==> src/design/seven_segment_clock_display_macros.svh <==
// -----------------------------------------------------------------------------
// seven_segment_clock_display_macros - assertion helpers
// Concurrent assertion shorthands clocked on clock, disabled during reset.
// -----------------------------------------------------------------------------
`ifndef SEVEN_SEGMENT_CLOCK_DISPLAY_MACROS_SVH
`define SEVEN_SEGMENT_CLOCK_DISPLAY_MACROS_SVH

// antecedent implies consequent in the same cycle
`define SSCD_ASSERT_SAME(lbl, ante, cons, msg) \
   lbl: assert property (@(posedge clock) disable iff (reset) (ante) |-> (cons)) \
      else $error(msg);

// antecedent implies consequent in the next cycle
`define SSCD_ASSERT_NEXT(lbl, ante, cons, msg) \
   lbl: assert property (@(posedge clock) disable iff (reset) (ante) |=> (cons)) \
      else $error(msg);

`endif

==> src/design/sscd_pkg.sv <==
// -----------------------------------------------------------------------------
// sscd_pkg - shared types and constants
// Transaction structs, op codes, digit decode and fixed arithmetic constants.
// -----------------------------------------------------------------------------
package sscd_pkg;

   localparam logic [1:0] OP_TICK    = 2'd0;
   localparam logic [1:0] OP_CLEAR   = 2'd1;
   localparam logic [1:0] OP_REFRESH = 2'd2;

   localparam int          QUEUE_DEPTH = 4;
   localparam int          PTR_W       = $clog2(QUEUE_DEPTH);
   localparam int          CNT_W       = $clog2(QUEUE_DEPTH + 1);

   localparam logic [5:0]  SECOND_LAST = 6'd59;
   localparam logic [11:0] MV_FULL     = 12'd3300;
   localparam logic [16:0] ADC_FULL    = 17'd65535;
   // floor(x/10) = (x*6554)>>16 for x < 16384, (x*205)>>11 for x < 1029
   localparam logic [12:0] RECIP_16    = 13'd6554;
   localparam logic [7:0]  RECIP_11    = 8'd205;

   localparam logic [1:0]  DP_VOLT     = 2'd0;
   localparam logic [1:0]  DP_CLOCK    = 2'd1;
   localparam logic [1:0]  LAST_FRAME  = 2'd3;
   localparam int          DP_BIT      = 7;

   typedef struct packed {
      logic [1:0]  op;
      logic [15:0] adc_sample;
      logic        show_voltage;
   } req_type;

   typedef struct packed {
      logic [7:0] segments;
      logic [3:0] digit_select;
      logic       last;
   } rsp_type;

   // decoded refresh: digit[0] is leftmost
   typedef struct packed {
      logic [3:0][3:0] digit;
      logic [1:0]      dp_pos;
   } entry_type;

   typedef struct packed {
      logic not_empty;
      logic full;
   } q_status_type;

   // lit-high segment pattern, g..a in bits 6..0
   function automatic logic [6:0] seg_lit(input logic [3:0] d);
      logic [6:0] s;
      unique case (d)
         4'd0: s = 7'h3F;
         4'd1: s = 7'h06;
         4'd2: s = 7'h5B;
         4'd3: s = 7'h4F;
         4'd4: s = 7'h66;
         4'd5: s = 7'h6D;
         4'd6: s = 7'h7D;
         4'd7: s = 7'h07;
         4'd8: s = 7'h7F;
         4'd9: s = 7'h6F;
         default: s = 7'h00;
      endcase
      return s;
   endfunction

endpackage

==> src/design/sscd_front.sv <==
// -----------------------------------------------------------------------------
// sscd_front - transaction intake and refresh decode
// Keeps the MM:SS counters and turns each refresh into four decimal digits.
// -----------------------------------------------------------------------------
module sscd_front #(
   parameter int MINUTE_WRAP = 100
) (
   input  logic                clock,
   input  logic                reset,
   input  logic                req_valid,
   output logic                req_ready,
   input  sscd_pkg::req_type   req_data,
   input  logic                credit_return,
   output logic                push_valid,
   output sscd_pkg::entry_type push_entry
);

   logic                        accept;
   logic                        take_refresh;
   logic [5:0]                  second_ff, second_in;
   logic [6:0]                  minute_ff, minute_in;
   logic [sscd_pkg::CNT_W-1:0]  used_ff, used_in;

   // stage 1: raw operands
   logic        v1_ff;
   logic        volt1_ff;
   logic [27:0] prod1_ff;
   logic [6:0]  minute1_ff;
   logic [5:0]  second1_ff;
   // stage 2: display value 0..9999
   logic        v2_ff;
   logic [1:0]  dp2_ff;
   logic [13:0] value2_ff;
   logic [11:0] q0;
   logic [16:0] rem0;
   logic [13:0] mv;
   logic [13:0] mmss;
   // stage 3
   logic        v3_ff;
   logic [1:0]  dp3_ff;
   logic [9:0]  q1_ff;
   logic [3:0]  d3_3_ff;
   logic [26:0] p3;
   // stage 4
   logic        v4_ff;
   logic [1:0]  dp4_ff;
   logic [6:0]  q2_ff;
   logic [3:0]  d2_4_ff, d3_4_ff;
   logic [17:0] p4;
   logic [14:0] p5;
   logic [3:0]  q3;

   assign req_ready    = used_ff < sscd_pkg::CNT_W'(sscd_pkg::QUEUE_DEPTH);
   assign accept       = req_valid && req_ready;
   assign take_refresh = accept && (req_data.op == sscd_pkg::OP_REFRESH);

   always_comb begin
      second_in = second_ff;
      minute_in = minute_ff;
      if (accept) begin
         unique case (req_data.op)
            sscd_pkg::OP_TICK: begin
               if (second_ff == sscd_pkg::SECOND_LAST) begin
                  second_in = 6'd0;
                  if (minute_ff == 7'(MINUTE_WRAP - 1)) minute_in = 7'd0;
                  else minute_in = minute_ff + 7'd1;
               end else begin
                  second_in = second_ff + 6'd1;
               end
            end
            sscd_pkg::OP_CLEAR: begin
               second_in = 6'd0;
               minute_in = 7'd0;
            end
            default: ;
         endcase
      end
      used_in = used_ff + sscd_pkg::CNT_W'(take_refresh)
                        - sscd_pkg::CNT_W'(credit_return);
   end

   // x/65535 for x < 2^28: quotient is x>>16 plus one correction step
   always_comb begin
      q0   = prod1_ff[27:16];
      rem0 = 17'(prod1_ff[15:0]) + 17'(q0);
      mv   = 14'(q0) + ((rem0 >= sscd_pkg::ADC_FULL) ? 14'd1 : 14'd0);
      mmss = 14'(minute1_ff) * 14'd100 + 14'(second1_ff);
      p3   = 27'(value2_ff) * 27'(sscd_pkg::RECIP_16);
      p4   = 18'(q1_ff) * 18'(sscd_pkg::RECIP_11);
      p5   = 15'(q2_ff) * 15'(sscd_pkg::RECIP_11);
      q3   = p5[14:11];
   end

   always_ff @(posedge clock) begin
      if (reset) begin
         second_ff <= '0;
         minute_ff <= '0;
         used_ff   <= '0;
         v1_ff     <= 1'b0;
         v2_ff     <= 1'b0;
         v3_ff     <= 1'b0;
         v4_ff     <= 1'b0;
      end else begin
         second_ff <= second_in;
         minute_ff <= minute_in;
         used_ff   <= used_in;
         v1_ff     <= take_refresh;
         v2_ff     <= v1_ff;
         v3_ff     <= v2_ff;
         v4_ff     <= v3_ff;
      end
   end

   always_ff @(posedge clock) begin
      volt1_ff   <= req_data.show_voltage;
      prod1_ff   <= 28'(req_data.adc_sample) * 28'(sscd_pkg::MV_FULL);
      minute1_ff <= minute_ff;
      second1_ff <= second_ff;

      dp2_ff    <= volt1_ff ? sscd_pkg::DP_VOLT : sscd_pkg::DP_CLOCK;
      value2_ff <= volt1_ff ? mv : mmss;

      dp3_ff  <= dp2_ff;
      q1_ff   <= p3[25:16];
      d3_3_ff <= 4'(value2_ff - 14'(p3[25:16]) * 14'd10);

      dp4_ff  <= dp3_ff;
      q2_ff   <= p4[17:11];
      d2_4_ff <= 4'(q1_ff - 10'(p4[17:11]) * 10'd10);
      d3_4_ff <= d3_3_ff;
   end

   assign push_valid          = v4_ff;
   assign push_entry.dp_pos   = dp4_ff;
   assign push_entry.digit[0] = q3;
   assign push_entry.digit[1] = 4'(q2_ff - 7'(q3) * 7'd10);
   assign push_entry.digit[2] = d2_4_ff;
   assign push_entry.digit[3] = d3_4_ff;

endmodule

==> src/design/sscd_queue.sv <==
// -----------------------------------------------------------------------------
// sscd_queue - refresh queue
// Small FIFO of decoded refreshes between the front and back ends.
// -----------------------------------------------------------------------------
module sscd_queue (
   input  logic                   clock,
   input  logic                   reset,
   input  logic                   push,
   input  sscd_pkg::entry_type    push_entry,
   input  logic                   pop,
   output sscd_pkg::entry_type    head,
   output sscd_pkg::q_status_type status
);

   sscd_pkg::entry_type          mem [sscd_pkg::QUEUE_DEPTH];
   logic [sscd_pkg::PTR_W-1:0]   wr_ptr_ff, rd_ptr_ff;
   logic [sscd_pkg::CNT_W-1:0]   count_ff;

   always_ff @(posedge clock) begin
      if (push) mem[wr_ptr_ff] <= push_entry;
   end

   always_ff @(posedge clock) begin
      if (reset) begin
         wr_ptr_ff <= '0;
         rd_ptr_ff <= '0;
         count_ff  <= '0;
      end else begin
         if (push) wr_ptr_ff <= wr_ptr_ff + 1'b1;
         if (pop)  rd_ptr_ff <= rd_ptr_ff + 1'b1;
         count_ff <= count_ff + sscd_pkg::CNT_W'(push) - sscd_pkg::CNT_W'(pop);
      end
   end

   assign head             = mem[rd_ptr_ff];
   assign status.not_empty = count_ff != '0;
   assign status.full      = count_ff == sscd_pkg::CNT_W'(sscd_pkg::QUEUE_DEPTH);

endmodule

==> src/design/sscd_back.sv <==
// -----------------------------------------------------------------------------
// sscd_back - frame generator
// Walks the four digits of a queued refresh, one registered frame per cycle while rsp_ready allows.
// -----------------------------------------------------------------------------
module sscd_back (
   input  logic                clock,
   input  logic                reset,
   input  logic                q_valid,
   input  sscd_pkg::entry_type head,
   output logic                pop,
   output logic                rsp_valid,
   input  logic                rsp_ready,
   output sscd_pkg::rsp_type   rsp_data
);

   logic [1:0]         idx_ff;
   logic               rsp_valid_ff;
   sscd_pkg::rsp_type  rsp_data_ff, frame;
   logic               load;

   assign load = q_valid && (!rsp_valid_ff || rsp_ready);
   assign pop  = load && (idx_ff == sscd_pkg::LAST_FRAME);

   always_comb begin
      frame.segments     = {1'b1, ~sscd_pkg::seg_lit(head.digit[idx_ff])};
      if (idx_ff == head.dp_pos) frame.segments[sscd_pkg::DP_BIT] = 1'b0;
      frame.digit_select = 4'b0001 << idx_ff;
      frame.last         = idx_ff == sscd_pkg::LAST_FRAME;
   end

   always_ff @(posedge clock) begin
      if (reset) begin
         idx_ff       <= '0;
         rsp_valid_ff <= 1'b0;
      end else begin
         if (load) begin
            idx_ff       <= idx_ff + 2'd1;
            rsp_valid_ff <= 1'b1;
         end else if (rsp_ready) begin
            rsp_valid_ff <= 1'b0;
         end
      end
   end

   always_ff @(posedge clock) begin
      if (load) rsp_data_ff <= frame;
   end

   assign rsp_valid = rsp_valid_ff;
   assign rsp_data  = rsp_data_ff;

endmodule

==> src/design/seven_segment_clock_display.sv <==
// -----------------------------------------------------------------------------
// seven_segment_clock_display - MM:SS clock with 4-digit display frames
// Tick / clear / refresh transactions in, active-low display frames out.
// -----------------------------------------------------------------------------
// Usage:
//   req_* channel: one transaction per accepted cycle. op tick advances the
//   clock one second (seconds wrap at 60, minutes at MINUTE_WRAP), op clear
//   zeroes it, op refresh produces four display frames; op code 3 is dropped.
//   rsp_* channel: frames, leftmost digit first, last set on the fourth.
//   Refresh shows MMSS (decimal point on digit 1) or, with show_voltage,
//   floor(adc_sample*3300/65535) millivolts (decimal point on digit 0).
// Path: the first frame of a refresh passes the decode pipe, the queue and the
//   output register; the other three follow on consecutive cycles when rsp_ready stays high.
// Throughput: ticks and clears go at one per cycle while req_ready is high. Refreshes
//   are limited by the frame generator emitting one frame per cycle when not stalled.
// Stall: a held rsp_ready freezes the current frame. Up to 4 refreshes
//   (in the decode pipe or queued) are absorbed, after which req_ready drops.
// Reset: clock goes to 00:00, pipe and queue empty, no frame valid.
// -----------------------------------------------------------------------------
`include "seven_segment_clock_display_macros.svh"

module seven_segment_clock_display #(
   parameter int MINUTE_WRAP = 100
) (
   input  logic              clock,
   input  logic              reset,
   input  logic              req_valid,
   output logic              req_ready,
   input  sscd_pkg::req_type req_data,
   output logic              rsp_valid,
   input  logic              rsp_ready,
   output sscd_pkg::rsp_type rsp_data
);

   // front -> queue
   logic                   push_valid;
   sscd_pkg::entry_type    push_entry;
   // queue -> back
   sscd_pkg::entry_type    head;
   sscd_pkg::q_status_type q_status;
   logic                   pop;

   // front: clock counters plus refresh decode; credits come back on pop
   sscd_front #(
      .MINUTE_WRAP(MINUTE_WRAP)
   ) u_front (
      .clock        (clock),
      .reset        (reset),
      .req_valid    (req_valid),
      .req_ready    (req_ready),
      .req_data     (req_data),
      .credit_return(pop),
      .push_valid   (push_valid),
      .push_entry   (push_entry)
   );

   sscd_queue u_queue (
      .clock     (clock),
      .reset     (reset),
      .push      (push_valid),
      .push_entry(push_entry),
      .pop       (pop),
      .head      (head),
      .status    (q_status)
   );

   // back: one frame per cycle into the output register while rsp_ready allows
   sscd_back u_back (
      .clock    (clock),
      .reset    (reset),
      .q_valid  (q_status.not_empty),
      .head     (head),
      .pop      (pop),
      .rsp_valid(rsp_valid),
      .rsp_ready(rsp_ready),
      .rsp_data (rsp_data)
   );

   // credit scheme must keep the queue from overflowing
   `SSCD_ASSERT_SAME(a_no_overflow, push_valid && !pop, !q_status.full, "queue overflow")
   // pop only a present entry
   `SSCD_ASSERT_SAME(a_pop_nonempty, pop, q_status.not_empty, "pop of empty queue")
   // retiring an entry means its fourth frame is what goes out next
   `SSCD_ASSERT_NEXT(a_pop_last, pop, rsp_valid && rsp_data.last, "pop without last frame")

endmodule

==> config.mk <==
export PLATFORM = sky130hd
export DESIGN_NAME = seven_segment_clock_display
export DESIGN_NICKNAME = d
export VERILOG_FILES = /design/src/design/sscd_pkg.sv /design/src/design/sscd_front.sv /design/src/design/sscd_queue.sv /design/src/design/sscd_back.sv /design/src/design/seven_segment_clock_display.sv
export VERILOG_INCLUDE_DIRS = /design/src /design/src/design
export SDC_FILE = /design/constraint.sdc
export NUM_CORES = 1
export LEC_CHECK = 0
export BUFFER_PORTS_ARGS = -buffer_cell sky130_fd_sc_hd__buf_2
export CAP_MARGIN = 20
export CORE_MARGIN = 4
export CORE_UTILIZATION = 55
export DETAILED_ROUTE_END_ITERATION = 8
export GPL_TIMING_DRIVEN = 0
export PLACE_DENSITY = 0.71
export SLEW_MARGIN = 10
export SYNTH_ARGS = -nofsm -noshare
export SYNTH_HDL_FRONTEND = slang
export SYNTH_HIERARCHICAL = 1
export SYNTH_SLANG_ARGS = --single-unit
==> constraint.sdc <==
create_clock -name clock -period 14.05 [get_ports clock]
set_input_delay 0.7025 -clock clock [delete_from_list [all_inputs] [get_ports clock]]
set_output_delay 0.7025 -clock clock [all_outputs]
set_load 0.01 [all_outputs]
==> qor.csv <==
stage,metric,value,unit
global_routing,remaining global-route overflow,0,
sta,fmax,0.185,GHz
route,Initial DRC Count,318,
die,core region area,29600,µm²
die,io pins,38,
final_layout,fill count,2468,
worst_setup_path,critical path class,reg -> reg,
worst_setup_path,Crit. End Element,register,
clock_tree,setup bufs post-CTS,0,
final_layout,final net count,2041,
route,Avg WL per Cell,14.4,µm
worst_setup_path,R2R Path End,u_front/d3_3_ff[3],
place,Detailed Place HPWL,23500,µm
logic_synthesis,Post-Syn Area,16500,µm²
logic_synthesis,Post-Synthesis Cells,1510,
sta,RSZ-0062 raised after global routing,no,
worst_setup_path,Reg2Reg Depth,18,
global_routing,first-pass GRT wire length,50000,µm
clock_tree,Max clock buf depth,3,
global_routing,largest net degree at the start of global routing,19,
logic_synthesis,Syn Nets,1980,
final_layout,n_diodes,0,
route,Residual DRC,0,
route,DRT Pass-1 Iters,4,
clock_tree,Post-CTS Resized,0,
worst_setup_path,Worst EP required,14.43,ns
global_routing,initial antenna violation count,0,
die,starting density of the core,55.8,%
route,DRT Wirelength,28500,µm
worst_setup_path,Setup crit end,u_front/d3_3_ff[3],
route,DR vias/cell,5.18,
clock_tree,cts hold-fix bufs,0,
clock_tree,clock root cell,clkbuf_16,
global_routing,vias in the first global route,10900,
sta,Final Critical Period,5.40,ns
place,port bufs,37,
clock_tree,clk slew on worst S/H paths,0.06,ns
sta,Least-Margin Pin Slew,0.980,ns
final_layout,synthesis-to-finish area growth,8.64,%
place,DP Worst Slack,8.46,ns
die,DIE HEIGHT,181,µm
clock_tree,TritonCTS Buffers,22,
place,GPL Wtd Cong,0.878,
clock_tree,worst-skew pair later-pin latency,0.51,ns
sta,Final period util,38.5,%
worst_setup_path,crit path launch,u_front/value2_ff[1],
sta,clk_skew,0.0165,ns
sta,worst setup slack after layout,8.65,ns
min_path,Hold Crit Class,in -> reg,
sta,Rel. slew slack,34.4,%
worst_setup_path,Critical Path Fanout Max,7,
sta,Final Hold Viols,0,
sta,Sum Neg Setup Slack,0,ns
route,routed vias,10200,
final_layout,area occupied by multi-input gates,10300,µm²
global_routing,GRT Resource Usage Total,18.0,%
final_layout,Reg area,4910,µm²
logic_synthesis,synthesized area per cell,10.9,µm²
die,Rows,63,
clock_tree,H-tree depth,1,
final_layout,share of cells above drive strength 1,7.56,%
worst_setup_path,internal reg-to-reg setup slack,8.65,ns
die,Die Footprint,32900,µm²
job,Max Cap Viol,0,
sta,final setup fails,0,
die,die width,181,µm
worst_setup_path,RR Startpoint,u_front/value2_ff[1],
sta,Pins Over Slew Limit,0,
logic_synthesis,Syn. warnings,6,
clock_tree,CTS tree,done,
worst_setup_path,CP Launch Type,register,
clock_tree,Sink Count,203,
status,outcome,"complete, no violations",
route,Final ANT Viol Nets,0,
worst_setup_path,worst path arrival time,5.79,ns
==> sequential cells by signal, indices dropped and copies added, names as in the netlist, 2 cells and up, named ones only <==
name / count
u_back/idx_ff: 2
u_back/rsp_data: 13
u_front/d2_4_ff: 4
u_front/d3_3_ff: 4
u_front/d3_4_ff: 4
u_front/minute1_ff: 7
u_front/minute_ff: 7
u_front/prod1_ff: 26
u_front/q1_ff: 10
u_front/q2_ff: 7
u_front/second1_ff: 6
u_front/second_ff: 6
u_front/used_ff: 3
u_front/value2_ff: 14
u_queue/count_ff: 3
u_queue/mem: 72
u_queue/rd_ptr_ff: 2
u_queue/wr_ptr_ff: 2
==> final cells by class <==
class,instances,area share (%)
buffer,16,0.697
clock buffer,26,3.20
clock inverter,14,1.00
inverter,322,6.73
multi-input combinational,969,57.3
sequential,203,27.4
tap,390,2.72
timing repair buffer,37,1.03
==> worst max-delay path, cell delays in order, from the launching register on <==
cell and delay [ns]:
dfxtp_1 0.55, ha_1 0.35, xor2_1 0.18, ha_1 0.31
fa_1 0.51, fa_1 0.54, inv_1 0.06, fa_1 0.55
inv_1 0.05, ha_1 0.32, a21oi_1 0.14, o21ai_1 0.13
a211oi_2 0.30, o21ai_0 0.20, xor2_1 0.22, fa_1 0.43
xor2_1 0.16, xnor2_1 0.15, xnor2_1 0.14
==> how the worst min path moves through the flow <==
stage	start	to	slack, ns	depth (start not counted)
detailed placement	u_front/d3_3_ff[2]	u_front/d3_4_ff[2]	0.31	0
global route	req_data[0]	u_front/volt1_ff	0.27	1
finish	req_data[0]	u_front/volt1_ff	0.29	1
global placement	u_front/d3_3_ff[0]	u_front/d3_4_ff[0]	0.31	0
floorplan	u_front/d3_3_ff[0]	u_front/d3_4_ff[0]	0.31	0
CTS	req_data[0]	u_front/volt1_ff	0.26	1
==> per-layer routing <==
metal  GRT usage (%)  share of wire, %  routed length [µm]
met1            21.5                43               12100
met5               0                 0                   0
met3            1.74               2.7                 757
met2            34.4                52               14900
met4            5.04               2.6                 745
==> placed cells by master, fill, tap and decap left out, drive strengths merged, types with 5 or more instances in the layout <==
cell type / n
inv: 325
ha: 323
fa: 124
dfxtp: 118
edfxtp: 85
xnor2: 65
nor2: 64
a21oi: 50
buf: 50
nand2: 48
xor2: 42
o21ai: 35
clkbuf: 29
mux4: 22
a21o: 21
nor2b: 17
nand3: 17
and2: 13
nor3: 13
o21a: 11
mux2i: 8
nand4: 8
a211oi: 8
clkinv: 7
and3: 6
a21boi: 5
nor3b: 5
==> per-stage QoR <==
step / utilization, % / hold WS [ns] / instance area, µm² / std cells
floorplan: - / 0.310 / 16500 / 1510
global placement: 58.1 / 0.310 / 17200 / 1937
detailed placement: 58.1 / 0.312 / 17200 / 1937
CTS: 60.6 / 0.261 / 18000 / 1977
global route: 60.6 / 0.274 / 18000 / 1977
finish: 60.6 / 0.292 / 18000 / 1977
Power is left out: the tool's default activity adds up to more than one toggle a clock period on the data nets, which glitch-free logic cannot reach.
